<file path="config.mk">
export PLATFORM = sky130hd
export DESIGN_NAME = integer_to_ascii_digits
export DESIGN_NICKNAME = d
export VERILOG_FILES = /design/src/rtl/itad_pkg.sv /design/src/rtl/integer_to_ascii_digits.sv /design/src/rtl/itad_conv.sv /design/src/rtl/itad_emit.sv
export SDC_FILE = /design/constraint.sdc
export NUM_CORES = 1
export LEC_CHECK = 0
export BUFFER_PORTS_ARGS = -buffer_cell sky130_fd_sc_hd__buf_4
export CORE_MARGIN = 10
export CORE_UTILIZATION = 30
export CTS_BUF_LIST = sky130_fd_sc_hd__clkbuf_4 sky130_fd_sc_hd__clkbuf_8 sky130_fd_sc_hd__clkbuf_16
export DETAILED_ROUTE_END_ITERATION = 7
export SETUP_SLACK_MARGIN = 0.2
export SLEW_MARGIN = 20
export SYNTH_ARGS = -nofsm -noshare
export SYNTH_HDL_FRONTEND = slang
export SYNTH_SLANG_ARGS = --single-unit
</file>
<file path="constraint.sdc">
create_clock -name i_clk -period 4.2 [get_ports i_clk]
set_input_delay 0.84 -clock i_clk [delete_from_list [all_inputs] [get_ports i_clk]]
set_output_delay 0.84 -clock i_clk [all_outputs]
set_load 0.005 [all_outputs]
</file>
<file path="src/rtl/itad_pkg.sv">
// shared types and constants for the integer to ascii digits block
// no dependencies
package itad_pkg;

    // radix select codes on the input tuser
    localparam logic RADIX_DEC = 1'b0;
    localparam logic RADIX_HEX = 1'b1;

    localparam logic [6:0] ASCII_MINUS = 7'h2D;

    // digit value to ascii, index 0 in the low bits
    localparam logic [15:0][6:0] DIGIT_CHARS = {
        7'h46, 7'h45, 7'h44, 7'h43, 7'h42, 7'h41, 7'h39, 7'h38,
        7'h37, 7'h36, 7'h35, 7'h34, 7'h33, 7'h32, 7'h31, 7'h30
    };

    // handoff from the converter to the character emitter
    typedef struct packed {
        logic valid;
        logic neg;
    } t_hand;

endpackage

</file>
<file path="src/rtl/integer_to_ascii_digits.sv">
// top level of the integer to ascii digits converter
// depends on itad_pkg, itad_conv and itad_emit
//
// usage:
//   input stream: s_axis_tdata carries the value (low VALUE_BITS bits), s_axis_tuser
//   the radix select (0 decimal signed, 1 hex unsigned). a request is taken when
//   s_axis_tvalid and s_axis_tready are both high.
//   output stream: one request per character, most significant first, ascii code
//   in m_axis_tdata[6:0], m_axis_tlast on the final character of the number.
//   decimal negatives get a leading minus, hex uses uppercase letters, zero gives "0".
// timing:
//   decimal: the value is loaded, then shifted in bit by bit with add-3 through a bcd
//   register. hex loads the nibbles directly. the emitter drops one leading zero
//   digit per cycle and sends one character per cycle while the sink is ready.
//   the first character follows the conversion and the leading zero skip. a new value
//   can be taken in the cycle after the emitter picks up the last one, so the converter
//   works on the next value while the emitter still sends the characters of the last.
// reset: synchronous active low, clears both sequencers and the output valid.
// stall: the output register holds its character while m_axis_tready is low;
//   the emitter and then the converter wait behind it, nothing is dropped.
module integer_to_ascii_digits #(
    parameter int VALUE_BITS = 32
) (
    input  logic                                   i_clk,
    input  logic                                   i_rst_n,
    input  logic                                   s_axis_tvalid,
    output logic                                   s_axis_tready,
    input  logic [((VALUE_BITS + 7) / 8) * 8 - 1:0] s_axis_tdata,  // value
    input  logic                                   s_axis_tuser,  // radix_select
    output logic                                   m_axis_tvalid,
    input  logic                                   m_axis_tready,
    output logic [7:0]                             m_axis_tdata,  // ascii_char, zero pad
    output logic                                   m_axis_tlast   // is_last
);
    // decimal digits of a VALUE_BITS magnitude; always at least the hex digit count
    localparam int NDIG = (VALUE_BITS * 31) / 100 + 1;

    itad_pkg::t_hand    hand;
    logic [4*NDIG-1:0]  digits;
    logic               take;
    logic [6:0]         out_char;

    itad_conv #(
        .VALUE_BITS (VALUE_BITS),
        .NDIG       (NDIG)
    ) u_conv (
        .i_clk    (i_clk),
        .i_rst_n  (i_rst_n),
        .i_valid  (s_axis_tvalid),
        .o_ready  (s_axis_tready),
        .i_value  (s_axis_tdata[VALUE_BITS-1:0]),
        .i_radix  (s_axis_tuser),
        .o_hand   (hand),
        .o_digits (digits),
        .i_take   (take)
    );

    itad_emit #(
        .NDIG (NDIG)
    ) u_emit (
        .i_clk    (i_clk),
        .i_rst_n  (i_rst_n),
        .i_hand   (hand),
        .i_digits (digits),
        .o_take   (take),
        .o_valid  (m_axis_tvalid),
        .i_ready  (m_axis_tready),
        .o_char   (out_char),
        .o_last   (m_axis_tlast)
    );

    assign m_axis_tdata = {1'b0, out_char};

    // converter busy right after a request is taken
    a_busy_after_req: assert property (@(posedge i_clk) disable iff (!i_rst_n)
        (s_axis_tvalid && s_axis_tready) |=> !s_axis_tready)
        else $error("input taken again while converting");

    // a minus sign is never the final character
    a_minus_not_last: assert property (@(posedge i_clk) disable iff (!i_rst_n)
        (m_axis_tvalid && m_axis_tdata[6:0] == itad_pkg::ASCII_MINUS) |-> !m_axis_tlast)
        else $error("minus sign marked as last");

    // a handoff is only picked up when the converter offers one
    a_take_valid: assert property (@(posedge i_clk) disable iff (!i_rst_n)
        take |-> hand.valid)
        else $error("emitter took digits that were not ready");

    // reset leaves the output empty and the input open
    a_reset_state: assert property (@(posedge i_clk)
        !i_rst_n |=> (!m_axis_tvalid && s_axis_tready))
        else $error("bad state after reset");

endmodule

</file>
<file path="src/rtl/itad_conv.sv">
// bit-serial binary to bcd converter (shift and add-3), hex loads nibbles directly
// depends on itad_pkg
module itad_conv #(
    parameter int VALUE_BITS = 32,
    parameter int NDIG       = 10
) (
    input  logic                    i_clk,
    input  logic                    i_rst_n,
    input  logic                    i_valid,
    output logic                    o_ready,
    input  logic [VALUE_BITS-1:0]   i_value,
    input  logic                    i_radix,
    output itad_pkg::t_hand         o_hand,
    output logic [4*NDIG-1:0]       o_digits,
    input  logic                    i_take
);
    localparam int DW = 4 * NDIG;
    localparam int CW = $clog2(VALUE_BITS + 1);

    typedef enum logic [1:0] {S_IDLE, S_CONV, S_HOLD} t_state;

    t_state                r_state, n_state;
    logic [VALUE_BITS-1:0] r_bin, n_bin;
    logic [DW-1:0]         r_bcd, n_bcd;
    logic [CW-1:0]         r_cnt, n_cnt;
    logic                  r_neg, n_neg;
    logic [VALUE_BITS-1:0] mag;
    logic                  neg_in;
    logic [DW-1:0]         adj;

    assign neg_in = (i_radix == itad_pkg::RADIX_DEC) && i_value[VALUE_BITS-1];
    assign mag    = neg_in ? (~i_value + 1'b1) : i_value;

    // add 3 to every bcd digit of 5 or more before the shift
    always_comb begin
        for (int i = 0; i < NDIG; i++) begin
            adj[4*i +: 4] = (r_bcd[4*i +: 4] >= 4'd5) ? (r_bcd[4*i +: 4] + 4'd3)
                                                        : r_bcd[4*i +: 4];
        end
    end

    always_comb begin
        n_state = r_state;
        n_bin   = r_bin;
        n_bcd   = r_bcd;
        n_cnt   = r_cnt;
        n_neg   = r_neg;
        case (r_state)
            S_IDLE: begin
                if (i_valid) begin
                    n_neg = neg_in;
                    if (i_radix == itad_pkg::RADIX_HEX) begin
                        n_bcd   = DW'(i_value);
                        n_state = S_HOLD;
                    end else begin
                        n_bin   = mag;
                        n_bcd   = '0;
                        n_cnt   = CW'(VALUE_BITS);
                        n_state = S_CONV;
                    end
                end
            end
            S_CONV: begin
                n_bcd = {adj[DW-2:0], r_bin[VALUE_BITS-1]};
                n_bin = {r_bin[VALUE_BITS-2:0], 1'b0};
                n_cnt = r_cnt - 1'b1;
                if (r_cnt == CW'(1)) begin
                    n_state = S_HOLD;
                end
            end
            S_HOLD: begin
                if (i_take) begin
                    n_state = S_IDLE;
                end
            end
            default: n_state = S_IDLE;
        endcase
    end

    always_ff @(posedge i_clk) begin
        r_bin <= n_bin;
        r_bcd <= n_bcd;
        r_cnt <= n_cnt;
        r_neg <= n_neg;
        if (!i_rst_n) begin
            r_state <= S_IDLE;
        end else begin
            r_state <= n_state;
        end
    end

    assign o_ready      = (r_state == S_IDLE);
    assign o_hand.valid = (r_state == S_HOLD);
    assign o_hand.neg   = r_neg;
    assign o_digits     = r_bcd;

endmodule

</file>
<file path="src/rtl/itad_emit.sv">
// character emitter: skips leading zeros, sends sign and digits one per request
// depends on itad_pkg
module itad_emit #(
    parameter int NDIG = 10
) (
    input  logic                i_clk,
    input  logic                i_rst_n,
    input  itad_pkg::t_hand     i_hand,
    input  logic [4*NDIG-1:0]   i_digits,
    output logic                o_take,
    output logic                o_valid,
    input  logic                i_ready,
    output logic [6:0]          o_char,
    output logic                o_last
);
    localparam int DW = 4 * NDIG;
    localparam int LW = $clog2(NDIG + 1);

    typedef enum logic [1:0] {E_IDLE, E_SKIP, E_SIGN, E_EMIT} t_state;

    t_state        r_state, n_state;
    logic [DW-1:0] r_dig, n_dig;
    logic [LW-1:0] r_left, n_left;
    logic          r_neg, n_neg;
    logic          r_valid, n_valid;
    logic [6:0]    r_char, n_char;
    logic          r_last, n_last;
    logic          slot;
    logic [3:0]    top;

    assign slot = !r_valid || i_ready;
    assign top  = r_dig[DW-1 -: 4];

    always_comb begin
        n_state = r_state;
        n_dig   = r_dig;
        n_left  = r_left;
        n_neg   = r_neg;
        n_valid = r_valid && !i_ready;
        n_char  = r_char;
        n_last  = r_last;
        case (r_state)
            E_IDLE: begin
                if (i_hand.valid) begin
                    n_dig   = i_digits;
                    n_left  = LW'(NDIG);
                    n_neg   = i_hand.neg;
                    n_state = E_SKIP;
                end
            end
            E_SKIP: begin
                if (top == 4'd0 && r_left > LW'(1)) begin
                    n_dig  = {r_dig[DW-5:0], 4'b0000};
                    n_left = r_left - 1'b1;
                end else begin
                    n_state = r_neg ? E_SIGN : E_EMIT;
                end
            end
            E_SIGN: begin
                if (slot) begin
                    n_valid = 1'b1;
                    n_char  = itad_pkg::ASCII_MINUS;
                    n_last  = 1'b0;
                    n_state = E_EMIT;
                end
            end
            E_EMIT: begin
                if (slot) begin
                    n_valid = 1'b1;
                    n_char  = itad_pkg::DIGIT_CHARS[top];
                    n_last  = (r_left == LW'(1));
                    n_dig   = {r_dig[DW-5:0], 4'b0000};
                    n_left  = r_left - 1'b1;
                    if (r_left == LW'(1)) begin
                        n_state = E_IDLE;
                    end
                end
            end
            default: n_state = E_IDLE;
        endcase
    end

    always_ff @(posedge i_clk) begin
        r_dig  <= n_dig;
        r_left <= n_left;
        r_neg  <= n_neg;
        r_char <= n_char;
        r_last <= n_last;
        if (!i_rst_n) begin
            r_state <= E_IDLE;
            r_valid <= 1'b0;
        end else begin
            r_state <= n_state;
            r_valid <= n_valid;
        end
    end

    assign o_take  = (r_state == E_IDLE) && i_hand.valid;
    assign o_valid = r_valid;
    assign o_char  = r_char;
    assign o_last  = r_last;

endmodule
</file>
==> impl_metrics.yaml <==
outcome:
  status: "finished, final reports clean"
timing:
  worst_pin_slew_ps: 1010
  min_period_over_period_pct: 62.8
  finalHoldViolCount: 0
  fin_skew_ps: 12.0
  rsz0062_at_grt: "no"
  slew_viol_final: 0
  period_minus_slack_ps: 2640
  setup_viol: 0
  slew_headroom_pct: 32.5
  finalSetupTns_ps: 0
  fmax_mhz: 379
yosys:
  synth_seq_cells: 143
  synthMuxAreaShare_pct: 6.09
  ys.warnings.count: 0
  synth_edf_count: 132
  synth_fa_ha_area_share_pct: 4.90
  seq_area_frac_synth_pct: 54.6
  syn_nets: 758
  synth_area_leader_cell: "edfxtp_1"
  synth_top_family_by_area: "simple AND/OR/NAND/NOR gates"
  synth_ff_type: "edfxtp_1"
  syn_inst: 691
  yosysMostFrequentCell: "edfxtp_1"
  synth_common_cells: "edfxtp_1, o21ai_0, nor2_1"
  syn_area_per_cell_um2: 11.1
  synth_area_leaders: "edfxtp_1, mux2_2, ha_1"
  synth-xor-area-share_pct: 6.17
  synthSimpleGateAreaFrac_pct: 13.3
  synthArstFlopShare_pct: 0
  yosysTopAreaCellShare_pct: 51.7
  synthesis.area_um2: 7660
  synth_cell_types: 52
  synth_compound_area_share_pct: 11.2
routing:
  vias: 5168
  drt-wirelength-per-cell_um: 15.2
  wl_um: 16400
  drt_iter0_markers: 386
  drc_errors: 0
  detail_route.first_pass.iterations: 5
  viasPerCell: 4.81
  postRouteAntennaNets: 0
cts:
  clock_path_buffers: 2
  cts_tree: "done"
  clk_latency_ps: 430
  postCtsHoldBufs: 0
  clk_pin_slew_worst_paths_ps: 70
  clockRootBuffer: "clkbuf_16"
  cts_inserted_buffers: 17
  cts_max_level: 4
  cts_setup_buffers: 0
  cts_resized: 0
  cts.sinks: 143
floorplanning:
  die_w_um: 180
  die_h_um: 180
  row_count: 58
  io_pins: 48
  start_util_pct: 30.4
  core_area_um2: 25200
  die-area_um2: 32300
place:
  gp_congestion: 0.795
  place.detailed.hpwl_um: 11100
  io_buffers: 46
layout:
  drive_above_1_share_pct: 19.1
  nNetsFinal: 799
  area_growth_pct: 17.1
  nFillCells: 2514
  antenna_cells: 0
grt:
  grt_pass1_wl_um: 26700
  grt.overflow.total: 0
  track_usage_pct: 10.1
  use_met3_pct: 2.91
  grt_start_max_net_pins: 54
  use_met1_pct: 13.2
  grtUsageMet2_pct: 15.4
  antenna_found_initial: 0
  grt_busiest_layer: "met2"
  grt_pass1_vias: 5123
pwr:
  power_leakage_uw: 0.00322
  combinationalPowerShare_pct: 25.1
  internal_power_uw: 3500
  p_sw_share_pct: 30.6
  seqPwrFrac_pct: 44.4
  ir_drop_uv: 312
  pwr-share-clk_pct: 30.5
  p_sw_uw: 1540
  finalPower_uw: 5050
  power.density_nw_per_um2: 563
worst_setup_path:
  cp.arrival_ps: 2960
  cp_max_fo: 17
  cp.required_ps: 4520
  crit_type: "register to register"
  start_kind: "register"
  cp-end-kind: "register"
hold_path:
  min_path_type: "register to register"
run:
  drv_cap: 0
-- placed cells by master (no fill, tap or decap), drive strengths merged, types with 30 or more instances in the layout --
master and n:
mux2 37, o21ai 74, xnor2 36, nor2 54
a21oi 50, ha 30, inv 51, edfxtp 132
nand3 34, buf 52, nand2 45
-- final cells by class --
type	instances	area (um2)	area share [%]
well taps	330	413	4.60
clock buffers	19	464	5.18
multi-input cells	477	3220	35.9
repair buffers	52	403	4.49
flip-flops and latches	143	4180	46.6
inverters	41	154	1.72
clock inverters	13	135	1.51
-- state kept, by name (all words and copies together), names as in the netlist, named ones only --
name,cells
u_emit.r_left,4
u_emit.o_last,1
u_conv.r_state,2
u_conv.r_neg,1
u_conv.r_bin,32
u_emit.r_neg,1
u_conv.r_cnt,6
u_conv.o_digits,40
u_emit.o_valid,1
u_emit.o_char,7
u_emit.r_dig,40
u_emit.r_state,2
-- through the flow --
stage	instances	hold WS [ps]	setup slack, ps	area (um2)	util [%]
finish	1075	483	1560	8970	35.6
global route	1075	505	1360	8970	35.6
CTS	1075	488	1510	8970	35.6
detailed placement	1043	471	1190	8370	33.2
global placement	1043	470	1300	8370	33.2
floorplan	691	400	1010	7660	-
-- power groups by stage --
stage	registers, uW	clock network (uW)	logic (uW)
after floorplan	2200	0	956
after global placement	2260	0	1250
after detailed placement	2260	0	1280
after CTS	2240	1570	1290
after global routing	2280	1630	1420
final	2240	1540	1270
-- logic make-up (layout without fill, tap and decap cells) --
kind of cell               Yosys count  in the layout
xor gates and xnor gates            54             54
muxes                               42             42
and+or+nand+nor                    201            201
buffers and inverters               71            125
AOI/OAI and AO/OA                  149            149
adders and majority gates           30             30
other                                1              1
DFF                                143            143
-- worst max-delay path: stages, from the launching register on --
cell	delay, ps
dfxtp_1	420
inv_1	90
ha_1	290
nor2_4	460
mux2_2	410
mux2i_1	270
inv_1	80
ha_1	270
inv_1	30
mux2i_1	150
o21ai_2	60
-- worst paths after layout --
check                                  startpoint               end  slack, ps  depth (start not counted)
worst min register to register           register  u_emit.o_char[3]        480                          1
worst max register to register  u_emit.r_state[1]          register       1560                         10
worst max-delay path            u_emit.r_state[1]          register       1560                         10
worst min-delay path                     register  u_emit.o_char[3]        480                          1
-- layer usage --
layer,share of wire (%),up-vias
li1,-,2576
met1,47,2467
met2,46,105
met3,5.1,20
met4,1.5,0
met5,0,-
Power figures use the tool's default switching activity.
